--- config.mk ---
export PLATFORM = sky130hd
export DESIGN_NAME = error_statistics_accumulator_top
export DESIGN_NICKNAME = d
export VERILOG_FILES = /design/src/rtl/esa_pkg.sv /design/src/rtl/error_statistics_accumulator_top.sv /design/src/rtl/esa_front.sv /design/src/rtl/esa_div.sv /design/src/rtl/esa_back.sv
export SDC_FILE = /design/constraint.sdc
export NUM_CORES = 2
export LEC_CHECK = 0
export BUFFER_PORTS_ARGS = -buffer_cell sky130_fd_sc_hd__buf_2
export CORE_MARGIN = 5
export CORE_UTILIZATION = 56
export DETAILED_ROUTE_END_ITERATION = 16
export GPL_TIMING_DRIVEN = 0
export PLACE_DENSITY = 0.84
export SETUP_SLACK_MARGIN = 0.3
export SYNTH_ARGS = -nofsm -noshare
export SYNTH_HDL_FRONTEND = slang
export SYNTH_HIERARCHICAL = 1
export SYNTH_SLANG_ARGS = --single-unit
--- constraint.sdc ---
create_clock -name clk -period 16.4 [get_ports clk]
set_input_delay 0 -clock clk [delete_from_list [all_inputs] [get_ports clk]]
set_output_delay 0 -clock clk [all_outputs]
set_load 0.01 [all_outputs]
--- src/rtl/esa_pkg.sv ---
// Package for the error statistics accumulator: widths, constants, shared types.
// Used by every module under rtl except esa_div; depends on nothing.
package esa_pkg;

    localparam int unsigned SAMPLE_W = 32;
    localparam int unsigned ABS_W = 31;
    localparam int unsigned REL_W = 32;
    localparam int unsigned DEFAULT_MAX_SAMPLES = 1048576;
    localparam int unsigned IN_DATA_W = 128;
    localparam int unsigned OUT_DATA_W = 320;
    localparam int unsigned OUT_USER_W = 1;

    // One classified item as it travels from the front end to the back end.
    typedef struct packed {
        logic [ABS_W-1:0]    angle_err;
        logic [ABS_W-1:0]    rate_err;
        logic [SAMPLE_W-1:0] angle_den;
        logic [SAMPLE_W-1:0] rate_den;
        logic                last;
    } esa_item_t;

    function automatic logic [ABS_W-1:0] abs_sat(input logic signed [SAMPLE_W-1:0] a,
                                                input logic signed [SAMPLE_W-1:0] b);
        logic signed [SAMPLE_W:0] d;
        logic [SAMPLE_W:0] m;
        d = {a[SAMPLE_W-1], a} - {b[SAMPLE_W-1], b};
        m = d[SAMPLE_W] ? (~d + 1'b1) : d;
        abs_sat = (m > {2'b0, {ABS_W{1'b1}}}) ? {ABS_W{1'b1}} : m[ABS_W-1:0];
    endfunction

    function automatic logic [SAMPLE_W-1:0] denom(input logic signed [SAMPLE_W-1:0] r,
                                                 input logic [ABS_W-1:0] fl);
        logic [SAMPLE_W-1:0] m;
        logic [SAMPLE_W-1:0] f;
        m = r[SAMPLE_W-1] ? (~r + 1'b1) : r;
        f = (fl == '0) ? SAMPLE_W'(1) : {1'b0, fl};
        // The most negative reference gives the magnitude 2^31, which still fits.
        denom = (m > f) ? m : f;
    endfunction

endpackage

--- src/rtl/error_statistics_accumulator_top.sv ---
// Top level of the error statistics accumulator.
// Depends on esa_pkg, esa_front, esa_back and esa_div.
//
// Each input beat carries a simulated and a reference angle and rate (signed
// Q8.24); each output beat gives the saturated absolute errors, and on the
// beat marked last also the run's maxima and means of absolute and relative
// (Q16.16) error, after which all statistics clear. Relative errors divide by
// max(|reference|, relative_floor). Everything passes through one shared
// radix-2 divider, which loads its operands and then forms one quotient bit
// per cycle for a 52-bit dividend: two divisions per beat and four more for
// the means on the last beat of a run. The back end takes one beat at a
// time: it divides for the angle, then for the rate, updates the statistics
// and, on a last beat, divides for the four means before it loads the
// output register. A two-entry queue sits between the front end and the
// back end, and the output register lets the back end work on the next
// beat while a result waits; the back end stalls only when its next result
// is ready and the previous one is still held. The floor register must only
// be written while the block is idle; a written zero acts as one.
module error_statistics_accumulator_top #(
    parameter int unsigned MAX_SAMPLES = esa_pkg::DEFAULT_MAX_SAMPLES
)
(
    input  logic                            clk,
    input  logic                            rst_n,
    input  logic                            cfg_we,
    input  logic [esa_pkg::ABS_W-1:0]       cfg_wdata,
    input  logic                            s_axis_tvalid,
    output logic                            s_axis_tready,
    // sim_angle, ref_angle, sim_rate, ref_rate
    input  logic [esa_pkg::IN_DATA_W-1:0]   s_axis_tdata,
    input  logic                            s_axis_tlast,
    output logic                            m_axis_tvalid,
    input  logic                            m_axis_tready,
    // angle_error, rate_error, angle_max_error, angle_mean_error,
    // angle_max_relative, angle_mean_relative, rate_max_error,
    // rate_mean_error, rate_max_relative, rate_mean_relative, zero pad
    output logic [esa_pkg::OUT_DATA_W-1:0]  m_axis_tdata,
    // stats_valid
    output logic [esa_pkg::OUT_USER_W-1:0]  m_axis_tuser
);
    import esa_pkg::*;

    logic [ABS_W-1:0] floor_reg;
    logic             q_valid, q_ready;
    esa_item_t        q_item;
    logic             user;

    always_ff @(posedge clk or negedge rst_n)
    begin
        if (!rst_n) floor_reg <= ABS_W'(1);
        else if (cfg_we) floor_reg <= cfg_wdata;
    end

    esa_front u_front
    (
        .clk(clk), .rst_n(rst_n), .relative_floor(floor_reg),
        .in_valid(s_axis_tvalid), .in_ready(s_axis_tready),
        .in_data(s_axis_tdata), .in_last(s_axis_tlast),
        .q_valid(q_valid), .q_ready(q_ready), .q_item(q_item)
    );

    esa_back #(.MAX_SAMPLES(MAX_SAMPLES)) u_back
    (
        .clk(clk), .rst_n(rst_n), .q_valid(q_valid), .q_ready(q_ready),
        .q_item(q_item), .out_valid(m_axis_tvalid), .out_ready(m_axis_tready),
        .out_data(m_axis_tdata), .out_user(user)
    );

    assign m_axis_tuser = user;
endmodule

--- src/rtl/esa_front.sv ---
// Front end: takes input beats, forms absolute errors and divisors and queues them for the back end.
// Depends on esa_pkg.
module esa_front
(
    input  logic                           clk,
    input  logic                           rst_n,
    input  logic [esa_pkg::ABS_W-1:0]      relative_floor,
    input  logic                           in_valid,
    output logic                           in_ready,
    input  logic [esa_pkg::IN_DATA_W-1:0]  in_data,
    input  logic                           in_last,
    output logic                           q_valid,
    input  logic                           q_ready,
    output esa_pkg::esa_item_t             q_item
);
    import esa_pkg::*;

    // Two-entry queue toward the back end.
    esa_item_t mem_reg [2];
    logic [1:0] cnt_reg, cnt_next;
    logic       wr_reg, rd_reg;
    esa_item_t  item;
    logic       push, pop;

    always_comb
    begin
        item.angle_err = abs_sat(in_data[31:0], in_data[63:32]);
        item.rate_err  = abs_sat(in_data[95:64], in_data[127:96]);
        item.angle_den = denom(in_data[63:32], relative_floor);
        item.rate_den  = denom(in_data[127:96], relative_floor);
        item.last      = in_last;
    end

    assign in_ready = (cnt_reg != 2'd2);
    assign q_valid  = (cnt_reg != 2'd0);
    assign push     = in_valid && in_ready;
    assign pop      = q_valid && q_ready;
    assign q_item   = mem_reg[rd_reg];
    assign cnt_next = cnt_reg + {1'b0, push} - {1'b0, pop};

    always_ff @(posedge clk)
    begin
        if (push)
        begin
            mem_reg[wr_reg] <= item;
        end
    end

    always_ff @(posedge clk or negedge rst_n)
    begin
        if (!rst_n)
        begin
            cnt_reg <= '0;
            wr_reg  <= 1'b0;
            rd_reg  <= 1'b0;
        end
        else
        begin
            cnt_reg <= cnt_next;
            if (push) wr_reg <= ~wr_reg;
            if (pop) rd_reg <= ~rd_reg;
        end
    end
endmodule

--- src/rtl/esa_div.sv ---
// Shared radix-2 restoring divider, one quotient bit per cycle.
// Depends on nothing; widths come from parameters.
module esa_div #(
    parameter int unsigned NUM_W = 52,
    parameter int unsigned DEN_W = 32
)
(
    input  logic             clk,
    input  logic             rst_n,
    input  logic             start,
    input  logic [NUM_W-1:0] num,
    input  logic [DEN_W-1:0] den,
    output logic             done,
    output logic [NUM_W-1:0] quo
);
    localparam int unsigned CW = $clog2(NUM_W + 1);

    logic [NUM_W-1:0] q_reg;
    logic [DEN_W:0]   r_reg;
    logic [DEN_W-1:0] d_reg;
    logic [CW-1:0]    n_reg;
    logic             busy_reg;
    logic [DEN_W:0]   sh;
    logic [DEN_W:0]   df;

    assign sh   = {r_reg[DEN_W-1:0], q_reg[NUM_W-1]};
    assign df   = sh - {1'b0, d_reg};
    assign quo  = q_reg;
    assign done = busy_reg && (n_reg == '0);

    always_ff @(posedge clk or negedge rst_n)
    begin
        if (!rst_n)
        begin
            busy_reg <= 1'b0;
            n_reg    <= '0;
        end
        else if (start)
        begin
            busy_reg <= 1'b1;
            n_reg    <= CW'(NUM_W);
        end
        else if (done)
        begin
            busy_reg <= 1'b0;
        end
        else if (busy_reg)
        begin
            n_reg <= n_reg - 1'b1;
        end
    end

    always_ff @(posedge clk)
    begin
        if (start)
        begin
            q_reg <= num;
            r_reg <= '0;
            d_reg <= den;
        end
        else if (busy_reg && (n_reg != '0))
        begin
            if (!df[DEN_W])
            begin
                r_reg <= df;
                q_reg <= {q_reg[NUM_W-2:0], 1'b1};
            end
            else
            begin
                r_reg <= sh;
                q_reg <= {q_reg[NUM_W-2:0], 1'b0};
            end
        end
    end
endmodule

--- src/rtl/esa_back.sv ---
// Back end: relative errors, running statistics, means and the output register.
// Depends on esa_pkg and esa_div.
module esa_back #(
    parameter int unsigned MAX_SAMPLES = esa_pkg::DEFAULT_MAX_SAMPLES
)
(
    input  logic                            clk,
    input  logic                            rst_n,
    input  logic                            q_valid,
    output logic                            q_ready,
    input  esa_pkg::esa_item_t              q_item,
    output logic                            out_valid,
    input  logic                            out_ready,
    output logic [esa_pkg::OUT_DATA_W-1:0]  out_data,
    output logic                            out_user
);
    import esa_pkg::*;

    localparam int unsigned CNT_W = $clog2(MAX_SAMPLES + 1);
    localparam int unsigned SA_W = 51;
    localparam int unsigned SR_W = 52;
    localparam int unsigned DEN_W = (CNT_W > SAMPLE_W) ? CNT_W : SAMPLE_W;

    typedef enum logic [10:0] {
        S_IDLE  = 11'b00000000001,
        S_DA    = 11'b00000000010,
        S_DR    = 11'b00000000100,
        S_ACC   = 11'b00000001000,
        S_MS    = 11'b00000010000,
        S_M0    = 11'b00000100000,
        S_M1    = 11'b00001000000,
        S_M2    = 11'b00010000000,
        S_M3    = 11'b00100000000,
        S_CLR   = 11'b01000000000,
        S_OUT   = 11'b10000000000
    } state_t;

    state_t state_reg, state_next;
    esa_item_t it_reg;
    logic [REL_W-1:0] ar_reg, rr_reg;
    logic [CNT_W-1:0] cnt_reg;
    logic [ABS_W-1:0] amax_reg, rmax_reg, amean_reg, rmean_reg;
    logic [REL_W-1:0] armax_reg, rrmax_reg, armean_reg, rrmean_reg;
    logic [SA_W-1:0]  asum_reg, rsum_reg;
    logic [SR_W-1:0]  arsum_reg, rrsum_reg;
    logic             ov_reg;
    logic [OUT_DATA_W-1:0] od_reg;
    logic             ou_reg;
    logic             out_load;

    logic             dstart, ddone;
    logic [SR_W-1:0]  dnum, dquo;
    logic [DEN_W-1:0] dden;
    logic [REL_W-1:0] rel_sat;

    esa_div #(.NUM_W(SR_W), .DEN_W(DEN_W)) u_div
    (
        .clk(clk), .rst_n(rst_n), .start(dstart), .num(dnum), .den(dden),
        .done(ddone), .quo(dquo)
    );

    assign rel_sat = (dquo[SR_W-1:REL_W] != '0) ? {REL_W{1'b1}} : dquo[REL_W-1:0];
    assign q_ready = (state_reg == S_IDLE);
    // The output register takes a new result when it is empty or as the previous one leaves.
    assign out_load  = (state_reg == S_OUT) && (!ov_reg || out_ready);
    assign out_valid = ov_reg;
    assign out_data  = od_reg;
    assign out_user  = ou_reg;

    function automatic logic [SA_W-1:0] add_a(input logic [SA_W-1:0] s,
                                             input logic [ABS_W-1:0] e);
        logic [SA_W:0] t;
        t = {1'b0, s} + (SA_W+1)'(e);
        add_a = t[SA_W] ? {SA_W{1'b1}} : t[SA_W-1:0];
    endfunction

    function automatic logic [SR_W-1:0] add_r(input logic [SR_W-1:0] s,
                                             input logic [REL_W-1:0] e);
        logic [SR_W:0] t;
        t = {1'b0, s} + (SR_W+1)'(e);
        add_r = t[SR_W] ? {SR_W{1'b1}} : t[SR_W-1:0];
    endfunction

    always_comb
    begin
        dstart = 1'b0;
        dnum = '0;
        dden = DEN_W'(cnt_reg);
        unique case (state_reg)
            S_IDLE:
            begin
                dstart = q_valid && q_ready;
                dnum = SR_W'({q_item.angle_err, 16'h0});
                dden = DEN_W'(q_item.angle_den);
            end
            S_DA:
            begin
                dstart = ddone;
                dnum = SR_W'({it_reg.rate_err, 16'h0});
                dden = DEN_W'(it_reg.rate_den);
            end
            S_MS:
            begin
                dstart = 1'b1;
                dnum = SR_W'(asum_reg);
            end
            S_M0:
            begin
                dstart = ddone;
                dnum = arsum_reg;
            end
            S_M1:
            begin
                dstart = ddone;
                dnum = SR_W'(rsum_reg);
            end
            S_M2:
            begin
                dstart = ddone;
                dnum = rrsum_reg;
            end
            default: ;
        endcase
    end

    always_comb
    begin
        state_next = state_reg;
        unique case (state_reg)
            S_IDLE: if (q_valid && q_ready) state_next = S_DA;
            S_DA:   if (ddone) state_next = S_DR;
            S_DR:   if (ddone) state_next = S_ACC;
            S_ACC:  state_next = it_reg.last ? S_MS : S_OUT;
            S_MS:   state_next = S_M0;
            S_M0:   if (ddone) state_next = S_M1;
            S_M1:   if (ddone) state_next = S_M2;
            S_M2:   if (ddone) state_next = S_M3;
            S_M3:   if (ddone) state_next = S_OUT;
            S_OUT:  if (out_load) state_next = it_reg.last ? S_CLR : S_IDLE;
            S_CLR:  state_next = S_IDLE;
            default: state_next = S_IDLE;
        endcase
    end

    always_ff @(posedge clk or negedge rst_n)
    begin
        if (!rst_n)
        begin
            state_reg <= S_IDLE;
            ov_reg    <= 1'b0;
            cnt_reg   <= '0;
            amax_reg  <= '0;
            rmax_reg  <= '0;
            armax_reg <= '0;
            rrmax_reg <= '0;
            asum_reg  <= '0;
            rsum_reg  <= '0;
            arsum_reg <= '0;
            rrsum_reg <= '0;
        end
        else
        begin
            state_reg <= state_next;
            if (ov_reg && out_ready) ov_reg <= 1'b0;
            if (out_load) ov_reg <= 1'b1;
            if (state_reg == S_ACC)
            begin
                if (it_reg.angle_err > amax_reg) amax_reg <= it_reg.angle_err;
                if (it_reg.rate_err > rmax_reg) rmax_reg <= it_reg.rate_err;
                if (ar_reg > armax_reg) armax_reg <= ar_reg;
                if (rr_reg > rrmax_reg) rrmax_reg <= rr_reg;
                if (cnt_reg < CNT_W'(MAX_SAMPLES))
                begin
                    cnt_reg   <= cnt_reg + 1'b1;
                    asum_reg  <= add_a(asum_reg, it_reg.angle_err);
                    rsum_reg  <= add_a(rsum_reg, it_reg.rate_err);
                    arsum_reg <= add_r(arsum_reg, ar_reg);
                    rrsum_reg <= add_r(rrsum_reg, rr_reg);
                end
            end
            if (state_reg == S_CLR)
            begin
                cnt_reg   <= '0;
                amax_reg  <= '0;
                rmax_reg  <= '0;
                armax_reg <= '0;
                rrmax_reg <= '0;
                asum_reg  <= '0;
                rsum_reg  <= '0;
                arsum_reg <= '0;
                rrsum_reg <= '0;
            end
        end
    end

    always_ff @(posedge clk)
    begin
        if (state_reg == S_IDLE && q_valid && q_ready) it_reg <= q_item;
        if (state_reg == S_DA && ddone) ar_reg <= rel_sat;
        if (state_reg == S_DR && ddone) rr_reg <= rel_sat;
        if (state_reg == S_M0 && ddone)
            amean_reg <= (dquo[SR_W-1:ABS_W] != '0) ? {ABS_W{1'b1}} : dquo[ABS_W-1:0];
        if (state_reg == S_M1 && ddone) armean_reg <= rel_sat;
        if (state_reg == S_M2 && ddone)
            rmean_reg <= (dquo[SR_W-1:ABS_W] != '0) ? {ABS_W{1'b1}} : dquo[ABS_W-1:0];
        if (state_reg == S_M3 && ddone) rrmean_reg <= rel_sat;
        if (out_load)
        begin
            ou_reg <= it_reg.last;
            if (it_reg.last)
                od_reg <= {6'h0, rrmean_reg, rrmax_reg, rmean_reg, rmax_reg,
                           armean_reg, armax_reg, amean_reg, amax_reg,
                           it_reg.rate_err, it_reg.angle_err};
            else
                od_reg <= {258'h0, it_reg.rate_err, it_reg.angle_err};
        end
    end
endmodule
==> summary.md <==
| Metric | Value |
|---|---|
| Critical Path Sink Type | flop |
| Final count of hold timing violations | 0 |
| Crit share post-route | 39.4% |
| Total wire length | 264000 µm |
| Layout cells sized above 1 | 15.9% |
| Data required time at the worst endpoint | 16.87 ns |
| Cell Chain, Critical Path | or4_1, nor2_1, nand2_1, nor3b_1, clkbuf_1, clkbuf_1, a211o_2, clkbuf_1, nor2_1, clkbuf_1, inv_2, buf_12 |
| Syn_area_per_cell | 11.0 µm² |
| Filler cell count | 9827 |
| R2R setup slack | 9.93 ns |
| Yosys reg bits | 1377 |
| Primary FF master, synth | edfxtp_1 |
| Yosys warning total | 6 |
| Crit path arrival time | 6.94 ns |
| DRC errors left | 0 |
| Synthesized cell area | 0.0747 mm² |
| Worst r2r src | u_back/state_reg[8] |
| Setup ws final | 9.93 ns |
| DR WL/cell | 27.8 µm |
| Vias post-DR | 61200 |
| Count of non-filler cells in the finished layout | 9504 |
| Worst-path fanout max | 35 |
| Sinks on the clock net | 1377 |
| Final Core Density | 65.2% |
| Inserted Clock Buffers | 144 |
| Drt pass-1 iters | 7 |
| Fmax | 155 MHz |
| Hpwl dp | 195000 µm |
| Largest register FFs | 314 |
| First-pass GRT wire length | 384000 µm |
| Root buffer cell | clkbuf_16 |
| Placed cell area | 0.0800 mm² |
| Fin crit period | 6.47 ns |
| Worst clock skew | 0.0802 ns |
| Crit path max-delay family | buffers and inverters |
| Max cap viols | 1 |
| # H-tree levels | 4 |
| P_leak | 34.7 nW |
| Setup crit start | u_back/state_reg[8] |
| Quantity of I/O buffers inserted on ports | 481 |
| CP Launch Type | flop |
| Hold Crit Class | primary input to flop |
| DRT iter0 DRCs | 7631 |
| EDFF count, synth | 938 |
| Boundary Pins | 488 |
| CTS tree | yes |
| Distinct cells, synth | 116 |
| Site Rows | 134 |
| PwrDens | 127 mW/mm² |
| Crit-path most repeated cell | clkbuf_1 |
| Clk buf depth | 3 |
| RSZ-0062 raised after global routing | false |
| Synth top area cells | edfxtp_1, dfrtp_1, ha_1 |
| Syn Inst Count | 6768 |
| Area of the multi-input gates | 0.0330 mm² |
| Worst-Margin Slew | 1.67 ns |
| Die X | 375 µm |
| Worst IR drop on VDD | 0.230 mV |
| Largest net degree at the start of global routing | 113 |
| CP max stage delay | 0.86 ns |
| Clk slew on worst S/H paths | 0.06 ns |
| Buf+Inv Stages, Crit Path | 6 |
| Total congestion overflow | 0 |
| Worst setup path class | flop to flop |
| NumNets Final | 8189 |
| WHS | 0.0444 ns |
| Global Route Usage Sum | 36.4% |
| Pre-CTS WS | 9.79 ns |
| Status | finished, violations left |
| DIE HEIGHT | 375 µm |
| Post-CTS Resized | 0 |
| Initial antenna violation count | 23 |
| Fin area | 0.0867 mm² |
| Slew headroom | -11.1% |
| Vias in the first global route | 59700 |
| Worst skew pair latency | 0.83 ns |
| Via density per instance | 6.44 |
| Initial Util | 56.2% |
| Slew Limit Fails | 13 |
| CORE AREA | 0.133 mm² |
| Hold Startpoint | s_axis_tdata[65] |
| Placed Instances | 9051 |
| Yosys top cell by area | edfxtp_1 |
| FFs w/ async S/R, synth | 29.6% |
| Power Total | 11.0 mW |
| Failing checks | max-capacitance violations, max-slew violations |
| Area growth from synthesis to layout | 16.1% |
| Die Area | 0.141 mm² |
| Setup violators final | 0 |
| FF/Latch Area | 0.0390 mm² |
| Number of routed nets with antenna violations | 0 |
| TNS Setup | 0 ns |
| Register area share after synthesis | 52.2% |
| RD Place Congestion | 1.05 |
| Slowest cell on crit path | clkbuf_1 |
| Top cell type's share of synthesized area | 37.7% |
[worst register-to-register path, stage by stage (launching register included)]
cell,delay [ns]
dfrtp_1,0.45
or4_1,0.59
nor2_1,0.18
nand2_1,0.09
nor3b_1,0.19
clkbuf_1,0.67
clkbuf_1,0.78
a211o_2,0.74
clkbuf_1,0.86
nor2_1,0.28
clkbuf_1,0.40
inv_2,0.57
buf_12,0.30
[final cells by class]
class                   instances  area share [%]
clock buffers                 193            4.50
multi-input cells            4693            38.0
diodes                         17          0.0491
repair buffers                680            5.48
well taps                    1768            2.55
clock inverters                73            1.20
plain buffers                 321            1.59
inverters                     382            1.65
flip-flops and latches       1377            45.0
[power by group]
part           switching [mW]  total, mW  leakage (nW)  internal, mW
sequential              0.375       4.70          13.6          4.33
clock                    1.47       3.40          2.37          1.93
combinational            1.84       2.88          18.7          1.04
total                    3.69       11.0          34.7          7.30
[cells in the mapped netlist, drive strengths merged (124+ instances only)]
master and instances:
a21o 210, a21oi 412, a22oi 159, a31oi 129, and2 176, clkbuf 235
dfrtp 405, edfxtp 938, ha 418, inv 381, mux2 330, nand2 527
nand3 166, nand4 124, nor2 445, o21ai 265, xnor2 184
[cells in the final DEF, fill, tap and decap left out, drive strengths merged, types with 70 or more instances in the layout]
cell type,synthesis,final
edfxtp,938,938
nor2,445,445
nor3,102,102
a31oi,129,129
dlygate4sd3,0,168
xnor2,184,184
inv,381,388
or3,70,70
a21oi,412,412
nand4,124,124
o31ai,73,73
nand2b,72,72
xor2,118,118
dfrtp,405,405
nand2,527,527
nand3,166,166
a21o,210,210
mux2,330,330
clkbuf,235,428
ha,418,418
and2,176,176
o21ai,265,265
buf,86,598
a22oi,159,159
[cells by family after synthesis]
| family | count (synthesis) | share of synthesized area [%] |
|---|---|---|
| buffers and inverters | 703 | 3.76 |
| other | 1 | 0.00502 |
| flip-flops | 1377 | 52.2 |
| AO/OA/AOI/OAI | 1667 | 15.0 |
| adder cells (fa/ha/maj) | 425 | 7.19 |
| XOR/XNOR | 302 | 3.55 |
| AND/OR/NAND/NOR | 1904 | 12.5 |
| multiplexers | 389 | 5.77 |
[repair_timing]
action,4_1_cts,5_1_grt
setup buffers,0,0
endpoints found under the hold margin,629,0
hold buffers,169,0
[path summary, 6_finish.rpt]
| path | end | cells past startpoint |
|---|---|---|
| worst max-delay path | u_back/u_div/quo[31] | 12 |
| worst max register to register | u_back/u_div/quo[31] | 12 |
| worst min-delay path | u_front/mem_reg[1][66] | 4 |
| min in group asynchronous | u_front/cnt_reg[1] | 4 |
| worst min register to register | u_back/u_div/r_reg[4] | 2 |
| max in group asynchronous | u_back/asum_reg[8] | 5 |
[layer usage]
metal	wire length [µm]	global-route usage (%)	vias to the layer above
li1	-	-	26800
met1	94700	44.2	29600
met2	121000	58.1	3871
met3	24600	7.16	962
met4	23700	26.8	6
met5	41	0	-
Note: power is estimated with default switching activity, not from simulation.
